### config.mk
export PLATFORM = sky130hd
export DESIGN_NAME = separable_downsample_12x12_to_8x5
export DESIGN_NICKNAME = d
export VERILOG_FILES = /design/src/rtl/core/sds_pkg.sv /design/src/rtl/core/sds_hfilter.sv /design/src/rtl/core/sds_vaccum.sv /design/src/rtl/core/separable_downsample_12x12_to_8x5.sv
export SDC_FILE = /design/constraint.sdc
export NUM_CORES = 2
export LEC_CHECK = 0
export BUFFER_PORTS_ARGS = -buffer_cell sky130_fd_sc_hd__buf_2
export CORE_AREA = 4 4 456 458
export DETAILED_ROUTE_END_ITERATION = 10
export DIE_AREA = 0 0 460 462
export PLACE_DENSITY = 0.6
export SYNTH_ARGS = -nofsm -noshare
export SYNTH_HDL_FRONTEND = slang
export SYNTH_HIERARCHICAL = 1
export SYNTH_SLANG_ARGS = --single-unit
### constraint.sdc
create_clock -name clk_i -period 15.37 [get_ports clk_i]
set_clock_uncertainty 0.15 [all_clocks]
set_input_delay 3.074 -clock clk_i [delete_from_list [all_inputs] [get_ports clk_i]]
set_output_delay 3.074 -clock clk_i [all_outputs]
set_load 0.02 [all_outputs]
### src/rtl/core/sds_pkg.sv
`default_nettype none
// ----------------------------------------------------------------------------
// sds_pkg
// Types, tap tables and row schedule of the separable 12x12 to 8x5 weight
// downsampler.
// ----------------------------------------------------------------------------
package sds_pkg;

  localparam int IN_COLS    = 12;
  localparam int OUT_COLS   = 8;
  localparam int IN_ROWS    = 12;
  localparam int SAMPLE_W   = 8;
  localparam int SUM_W      = 16;
  localparam int WEIGHT_W   = 2;
  localparam int ROW_W      = 4;
  localparam int OUT_ROW_W  = 3;
  localparam int PROD_W     = SAMPLE_W * 2 + 1;

  typedef logic [SAMPLE_W-1:0]  sample_t;
  typedef sample_t [IN_COLS-1:0] sample_row_t;
  typedef logic [SAMPLE_W-1:0]  hval_t;
  typedef hval_t [OUT_COLS-1:0] hval_row_t;
  typedef logic [WEIGHT_W-1:0]  weight_t;
  typedef logic [SUM_W-1:0]     sum_t;

  typedef struct packed {
    weight_t [OUT_COLS-1:0] weight;
    logic [OUT_ROW_W-1:0]   out_row;
    logic                   block_done;
  } result_t;

  // horizontal three-tap filter, one set per output column
  localparam logic [7:0] TAP_A [OUT_COLS] = '{187, 111,  42,  90,  30,  71,  16,  68};
  localparam logic [7:0] TAP_B [OUT_COLS] = '{ 68, 128, 142, 135, 135, 142, 128, 187};
  localparam logic [7:0] TAP_C [OUT_COLS] = '{  0,  16,  71,  30,  90,  42, 111,   0};
  localparam logic [3:0] START_COL [OUT_COLS] = '{0, 1, 2, 4, 5, 7, 8, 10};

  // vertical taps per input row for the two accumulator banks
  localparam logic [7:0] VTAP_BANK0 [IN_ROWS] =
    '{134, 85, 36, 8, 42, 77, 77, 42, 8, 36, 85, 134};
  localparam logic [7:0] VTAP_BANK1 [IN_ROWS] =
    '{0, 34, 68, 85, 51, 17, 17, 51, 85, 68, 34, 0};

  // emit schedule: NO_EMIT or output row index + 1
  localparam logic [OUT_ROW_W-1:0] NO_EMIT = 3'd0;
  localparam logic [OUT_ROW_W-1:0] EMIT_CODE [IN_ROWS] =
    '{NO_EMIT, NO_EMIT, 3'd1, NO_EMIT, NO_EMIT, 3'd2,
      NO_EMIT, NO_EMIT, 3'd3, NO_EMIT, 3'd4, 3'd5};

  localparam logic [OUT_ROW_W-1:0] LAST_OUT_ROW = 3'd4;
  localparam int QUANT_SHIFT = 14;

endpackage
`default_nettype wire

### src/rtl/core/sds_hfilter.sv
`default_nettype none
// ----------------------------------------------------------------------------
// sds_hfilter
// Horizontal three-tap filter: twelve samples of one row to eight values.
// ----------------------------------------------------------------------------
module sds_hfilter import sds_pkg::*; (
  input  sample_row_t samples_i,
  output hval_row_t   hval_o
);

  sample_t px [IN_COLS+1];

  // column past the row reads as zero (its tap is zero anyway)
  always_comb begin
    for (int i = 0; i < IN_COLS; i++) begin
      px[i] = samples_i[i];
    end
    px[IN_COLS] = '0;
  end

  always_comb begin
    logic [PROD_W-1:0] acc;
    logic [3:0]        s;
    for (int c = 0; c < OUT_COLS; c++) begin
      s   = START_COL[c];
      acc = PROD_W'(TAP_A[c]) * PROD_W'(px[s])
          + PROD_W'(TAP_B[c]) * PROD_W'(px[s + 4'd1])
          + PROD_W'(TAP_C[c]) * PROD_W'(px[s + 4'd2]);
      hval_o[c] = acc[15:8];
    end
  end

endmodule
`default_nettype wire

### src/rtl/core/sds_vaccum.sv
`default_nettype none
// ----------------------------------------------------------------------------
// sds_vaccum
// Vertical accumulation: row counter, two banks of eight column sums and the
// emit schedule. Offers the result row of the current input row.
// ----------------------------------------------------------------------------
module sds_vaccum import sds_pkg::*; (
  input  logic      clk_i,
  input  logic      rst_ni,
  input  logic      fire_i,
  input  hval_row_t hval_i,
  output logic      emit_o,
  output result_t   result_o
);

  logic [ROW_W-1:0] row_q, row_d;
  sum_t             bank0_q [OUT_COLS];
  sum_t             bank1_q [OUT_COLS];
  sum_t             bank0_d [OUT_COLS];
  sum_t             bank1_d [OUT_COLS];
  sum_t             sum0 [OUT_COLS];
  sum_t             sum1 [OUT_COLS];
  logic             row_ok;
  logic [7:0]       vtap0, vtap1;
  logic [OUT_ROW_W-1:0] code, orow;
  logic             bank_sel;

  assign row_ok   = row_q < ROW_W'(IN_ROWS);
  assign vtap0    = row_ok ? VTAP_BANK0[row_q] : 8'd0;
  assign vtap1    = row_ok ? VTAP_BANK1[row_q] : 8'd0;
  assign code     = row_ok ? EMIT_CODE[row_q] : NO_EMIT;
  assign emit_o   = code != NO_EMIT;
  assign orow     = code - 3'd1;
  assign bank_sel = orow[0];

  always_comb begin
    for (int c = 0; c < OUT_COLS; c++) begin
      sum0[c] = bank0_q[c] + SUM_W'(hval_i[c]) * SUM_W'(vtap0);
      sum1[c] = bank1_q[c] + SUM_W'(hval_i[c]) * SUM_W'(vtap1);
      result_o.weight[c] = bank_sel ? sum1[c][QUANT_SHIFT +: WEIGHT_W]
                                    : sum0[c][QUANT_SHIFT +: WEIGHT_W];
      // bank restarts once its row goes out
      bank0_d[c] = (emit_o && !bank_sel) ? '0 : sum0[c];
      bank1_d[c] = (emit_o &&  bank_sel) ? '0 : sum1[c];
    end
    result_o.out_row    = orow;
    result_o.block_done = orow == LAST_OUT_ROW;
    row_d = (row_q >= ROW_W'(IN_ROWS - 1)) ? '0 : row_q + 4'd1;
  end

  always_ff @(posedge clk_i or negedge rst_ni) begin
    if (!rst_ni) begin
      row_q <= '0;
      for (int c = 0; c < OUT_COLS; c++) begin
        bank0_q[c] <= '0;
        bank1_q[c] <= '0;
      end
    end else if (fire_i) begin
      row_q <= row_d;
      for (int c = 0; c < OUT_COLS; c++) begin
        bank0_q[c] <= bank0_d[c];
        bank1_q[c] <= bank1_d[c];
      end
    end
  end

endmodule
`default_nettype wire

### src/rtl/core/separable_downsample_12x12_to_8x5.sv
`default_nettype none
// ----------------------------------------------------------------------------
// separable_downsample_12x12_to_8x5
// Downsamples a 12x12 grid of 8-bit weights to 8x5 grid of 2-bit weights.
// ----------------------------------------------------------------------------
// usage:
//   input channel carries one grid row of twelve samples per request
//   (in_valid_i / in_stall_o); rows 0..11 of a grid follow each other
//   output channel carries one result row of eight weights plus out_row and
//   block_done (out_valid_o / out_stall_i); a result follows input rows
//   2, 5, 8, 10 and 11, other rows only update the column sums
//   throughput: one row per cycle unless a stalled result holds back an emitting row;
//   there are three register stages (input, horizontal filter, result)
//   a row's result passes the input, horizontal filter and result registers in turn
//   reset clears the row counter and all column sums; the block then
//   expects row 0 of a new grid
//   a stalled result holds in the output register; rows keep entering
//   until the pipeline behind a pending emit is full, then in_stall_o rises
// ----------------------------------------------------------------------------
module separable_downsample_12x12_to_8x5 import sds_pkg::*; (
  input  logic       clk_i,
  input  logic       rst_ni,
  input  logic       in_valid_i,
  output logic       in_stall_o,
  input  logic [7:0] sample_0_i,
  input  logic [7:0] sample_1_i,
  input  logic [7:0] sample_2_i,
  input  logic [7:0] sample_3_i,
  input  logic [7:0] sample_4_i,
  input  logic [7:0] sample_5_i,
  input  logic [7:0] sample_6_i,
  input  logic [7:0] sample_7_i,
  input  logic [7:0] sample_8_i,
  input  logic [7:0] sample_9_i,
  input  logic [7:0] sample_10_i,
  input  logic [7:0] sample_11_i,
  output logic       out_valid_o,
  input  logic       out_stall_i,
  output logic [1:0] weight_0_o,
  output logic [1:0] weight_1_o,
  output logic [1:0] weight_2_o,
  output logic [1:0] weight_3_o,
  output logic [1:0] weight_4_o,
  output logic [1:0] weight_5_o,
  output logic [1:0] weight_6_o,
  output logic [1:0] weight_7_o,
  output logic [2:0] out_row_o,
  output logic       block_done_o
);

  sample_row_t samples_d, samples_q;
  logic        in_valid_q;
  hval_row_t   hval_d, hval_q;
  logic        hval_valid_q;
  logic        out_valid_q;
  result_t     res_d, res_q;
  logic        emit;
  logic        in_ready, hval_ready, hval_fire, acc_fire, out_free;

  assign samples_d = {sample_11_i, sample_10_i, sample_9_i, sample_8_i,
                      sample_7_i, sample_6_i, sample_5_i, sample_4_i,
                      sample_3_i, sample_2_i, sample_1_i, sample_0_i};

  // pipeline control
  assign out_free   = !out_valid_q || !out_stall_i;
  assign acc_fire   = hval_valid_q && (!emit || out_free);
  assign hval_ready = !hval_valid_q || acc_fire;
  assign hval_fire  = in_valid_q && hval_ready;
  assign in_ready   = !in_valid_q || hval_fire;
  assign in_stall_o = !in_ready;

  sds_hfilter u_hfilter (
    .samples_i (samples_q),
    .hval_o    (hval_d)
  );

  sds_vaccum u_vaccum (
    .clk_i    (clk_i),
    .rst_ni   (rst_ni),
    .fire_i   (acc_fire),
    .hval_i   (hval_q),
    .emit_o   (emit),
    .result_o (res_d)
  );

  always_ff @(posedge clk_i or negedge rst_ni) begin
    if (!rst_ni) begin
      in_valid_q   <= 1'b0;
      hval_valid_q <= 1'b0;
      out_valid_q  <= 1'b0;
    end else begin
      if (in_ready) begin
        in_valid_q <= in_valid_i;
      end
      if (hval_ready) begin
        hval_valid_q <= in_valid_q;
      end
      if (out_free) begin
        out_valid_q <= acc_fire && emit;
      end
    end
  end

  always_ff @(posedge clk_i) begin
    if (in_ready && in_valid_i) begin
      samples_q <= samples_d;
    end
    if (hval_fire) begin
      hval_q <= hval_d;
    end
    if (out_free && acc_fire && emit) begin
      res_q <= res_d;
    end
  end

  assign out_valid_o  = out_valid_q;
  assign weight_0_o   = res_q.weight[0];
  assign weight_1_o   = res_q.weight[1];
  assign weight_2_o   = res_q.weight[2];
  assign weight_3_o   = res_q.weight[3];
  assign weight_4_o   = res_q.weight[4];
  assign weight_5_o   = res_q.weight[5];
  assign weight_6_o   = res_q.weight[6];
  assign weight_7_o   = res_q.weight[7];
  assign out_row_o    = res_q.out_row;
  assign block_done_o = res_q.block_done;

  // input side stalls only with a row held in the input register
  a_stall_needs_row: assert property (@(posedge clk_i) disable iff (!rst_ni)
    in_stall_o |-> in_valid_q)
    else $error("input stall without a held row");

  // a pending emit never overwrites a result that is still stalled
  a_no_overwrite: assert property (@(posedge clk_i) disable iff (!rst_ni)
    (out_valid_q && out_stall_i && hval_valid_q && emit) |-> !acc_fire)
    else $error("result overwritten while stalled");

  // last output row of a grid is exactly the one flagged done
  a_done_row: assert property (@(posedge clk_i) disable iff (!rst_ni)
    out_valid_o |-> (block_done_o == (out_row_o == LAST_OUT_ROW)))
    else $error("block_done does not match out_row");

  // a result row shows up only after a row left the accumulate stage
  a_out_source: assert property (@(posedge clk_i) disable iff (!rst_ni)
    $rose(out_valid_q) |-> $past(acc_fire && emit))
    else $error("result without an emitting row");

endmodule
`default_nettype wire

==> flow_summary.json <==
{
  "gp_congestion": 0.872,
  "io_pins": 122,
  "die_h_um": 462,
  "cp.required_ps": 15670,
  "fp.dieW_um": 460,
  "rsz0062_at_grt": "false",
  "fin_setup_tns_ps": 0,
  "num_rows": 166,
  "async_reset_ff_share_pct": 59.4,
  "timing.slew.headroom_pct": 30.9,
  "area_delta_synth_final_pct": 8.18,
  "fin_crit_sh_pct": 48.4,
  "synth-main-ff-cell": "dfrtp_1",
  "root_buffer": "clkbuf_16",
  "grt_pass1_vias": 52220,
  "netlist_area_mm2": 0.0710,
  "ys_seq_area_share_pct": 16.9,
  "synth.most_common_cell": "inv_1",
  "arrival_ps": 7740,
  "numClockSinks": 443,
  "antenna_found_initial": 1,
  "ant_nets": 0,
  "vias": 48413,
  "final_nets": 9792,
  "tightest_slew_ps": 1040,
  "numCtsBuffers": 58,
  "fin_crit_ps": 7450,
  "worstSetupPathType": "flip-flop to flip-flop",
  "slew_violations": 0,
  "min_from": "u_vaccum/bank1_q[48]$_DFFE_PN0P_",
  "dieArea_mm2": 0.213,
  "wl_um": 166000,
  "ys_ff_latch": 443,
  "cts_tree": "done",
  "crit_start": "u_vaccum/row_q[3]$_DFFE_PN0P_",
  "worstSetupStartpointType": "flip-flop",
  "drt_iter0_drc": 2111,
  "synth_area_leader_cell": "fa_1",
  "synth_commonest_cells": "2139 x inv_1, 1188 x ha_1, 996 x fa_1, 384 x and2_1, 374 x nand2_1",
  "track_usage_pct": 16.0,
  "drc_errors": 0,
  "synthCells": 7441,
  "final_hold_viol_count": 0,
  "max_freq_mhz": 134,
  "grt_max_degree": 92,
  "port_buffers": 121,
  "dr.pass1.iters": 5,
  "wl_per_cell_um": 16.2,
  "cp-end-kind": "flip-flop",
  "hold_class": "flip-flop to flip-flop",
  "multiInputGateArea_mm2": 0.0503,
  "synth_cell_types": 84,
  "fp.coreArea_mm2": 0.204,
  "post_cts_resized": 0,
  "clock_latency_ps": 690,
  "seq_area_mm2": 0.0120,
  "post_cts_buffers": 0,
  "synth-warning-count": 6,
  "synth_edf_count": 180,
  "setup_violations": 0,
  "grt-ovfl-total": 0,
  "regToRegStartpoint": "u_vaccum/row_q[3]$_DFFE_PN0P_",
  "worstPathMaxFanout": 64,
  "synth_nets": 9725,
  "cap_violations": 0,
  "initial_core_util_pct": 34.8,
  "status": "finished, final reports clean",
  "path_clk_slew_ps": 70,
  "yosysTopAreaCellShare_pct": 28.1,
  "drive_gt1_share_pct": 4.78,
  "clockBufferDepth": 3,
  "cts_hold_buffers": 0,
  "hpwlAfterDp_um": 134000,
  "grt_pass1_wl_um": 274000,
  "cts.htree.levels": 2,
  "netlist_top_cells_area": "fa_1 28%, ha_1 21%, inv_1 11%, dfrtp_1 9.3%, edfxtp_1 7.6%",
  "via_per_inst": 4.72,
  "fillCellCount": 20288,
  "avgSynthCellArea_um2": 9.55
}
[critical path, stage by stage (launching register included)]
cell,delay [ps]
dfrtp_1,940
mux2i_1,250
nor2_4,120
buf_4,560
a21o_2,170
buf_4,670
and2_1,270
inv_2,40
fa_1,470
inv_1,50
fa_1,480
fa_1,560
inv_1,50
fa_1,470
inv_1,40
ha_1,350
and2_1,170
a32oi_1,230
a21oi_1,170
a221oi_1,450
nor2_1,90
o32a_1,360
[sequential cells by signal, summed over array words and instances (netlist names), 3 cells and up]
| name | flops |
|---|---|
| u_vaccum/bank1_q | 128 |
| hval_q | 64 |
| out_row_o | 3 |
| u_vaccum/row_q | 4 |
| samples_q | 96 |
| u_vaccum/bank0_q | 128 |
[cell usage in the layout, fill, tap and decap left out, types with 88 or more instances in the layout]
cell type | Yosys | layout
o21ai_0 | 88 | 88
a21o_1 | 96 | 94
dfrtp_1 | 263 | 263
ha_1 | 1188 | 1188
a21oi_1 | 225 | 223
and2_1 | 384 | 383
nand2_1 | 374 | 374
xor2_1 | 122 | 122
fa_1 | 996 | 996
xnor2_1 | 197 | 197
nor2_1 | 156 | 153
inv_1 | 2139 | 2139
edfxtp_1 | 180 | 180
buf_2 | 30 | 120
[cell type report]
cell class	count	share of cell area, %
Antenna cell	2	0.00651
Clock buffer	68	2.07
Clock inverter	41	0.539
Inverter	2201	10.8
Multi-Input combinational cell	4649	65.5
Sequential cell	443	15.6
Tap cell	2688	4.38
Timing Repair Buffer	155	1.13
[through the flow]
| stage | area, um^2 | worst slack, ps | utilization, % | hold slack (ps) | instances |
|---|---|---|---|---|---|
| after global placement | 74800 | 8060 | 36.7 | 325 | 10136 |
| after detailed placement | 74800 | 7930 | 36.7 | 330 | 10136 |
| after floorplan | 71000 | 8630 | - | 305 | 7441 |
| after global routing | 76800 | 7590 | 37.7 | 353 | 10245 |
| final | 76800 | 7920 | 37.7 | 344 | 10247 |
| after CTS | 76800 | 7920 | 37.7 | 347 | 10245 |
[per-layer routing]
metal | GRT usage (%) | vias up | wire (um)
met1 | 21.2 | 24069 | 75400
met2 | 27.4 | 746 | 79200
met3 | 2.12 | 195 | 6860
met4 | 4.36 | 0 | 4890
li1 | - | 23403 | -
met5 | 0 | - | 0
[cells by family after synthesis]
family	count (synthesis)	share of synthesized area [%]
buffers and inverters	2349	12.5
adder cells (fa/ha/maj)	2184	49.0
AND/OR/NAND/NOR	1181	8.44
AO/OA/AOI/OAI	947	9.02
flip-flops	443	16.9
XOR/XNOR	320	3.96
multiplexers	17	0.240
[worst paths after layout]
| kind | depth (start not counted) | end | slack [ps] |
|---|---|---|---|
| worst max-delay path | 21 | weight_2_o[1]$_DFFE_PP_ | 7920 |
| worst min-delay path | 1 | u_vaccum/bank1_q[48]$_DFFE_PN0P_ | 340 |
| worst max register to register | 21 | weight_2_o[1]$_DFFE_PP_ | 7920 |
| worst min register to register | 1 | u_vaccum/bank1_q[48]$_DFFE_PN0P_ | 340 |
| max in group asynchronous | 2 | u_vaccum/bank0_q[108]$_DFFE_PN0P_ | 11230 |
| min in group asynchronous | 1 | u_vaccum/bank1_q[59]$_DFFE_PN0P_ | 2260 |
Power is left out: the tool's default activity adds up to more than one toggle a clock period on the data nets, which glitch-free logic cannot reach.
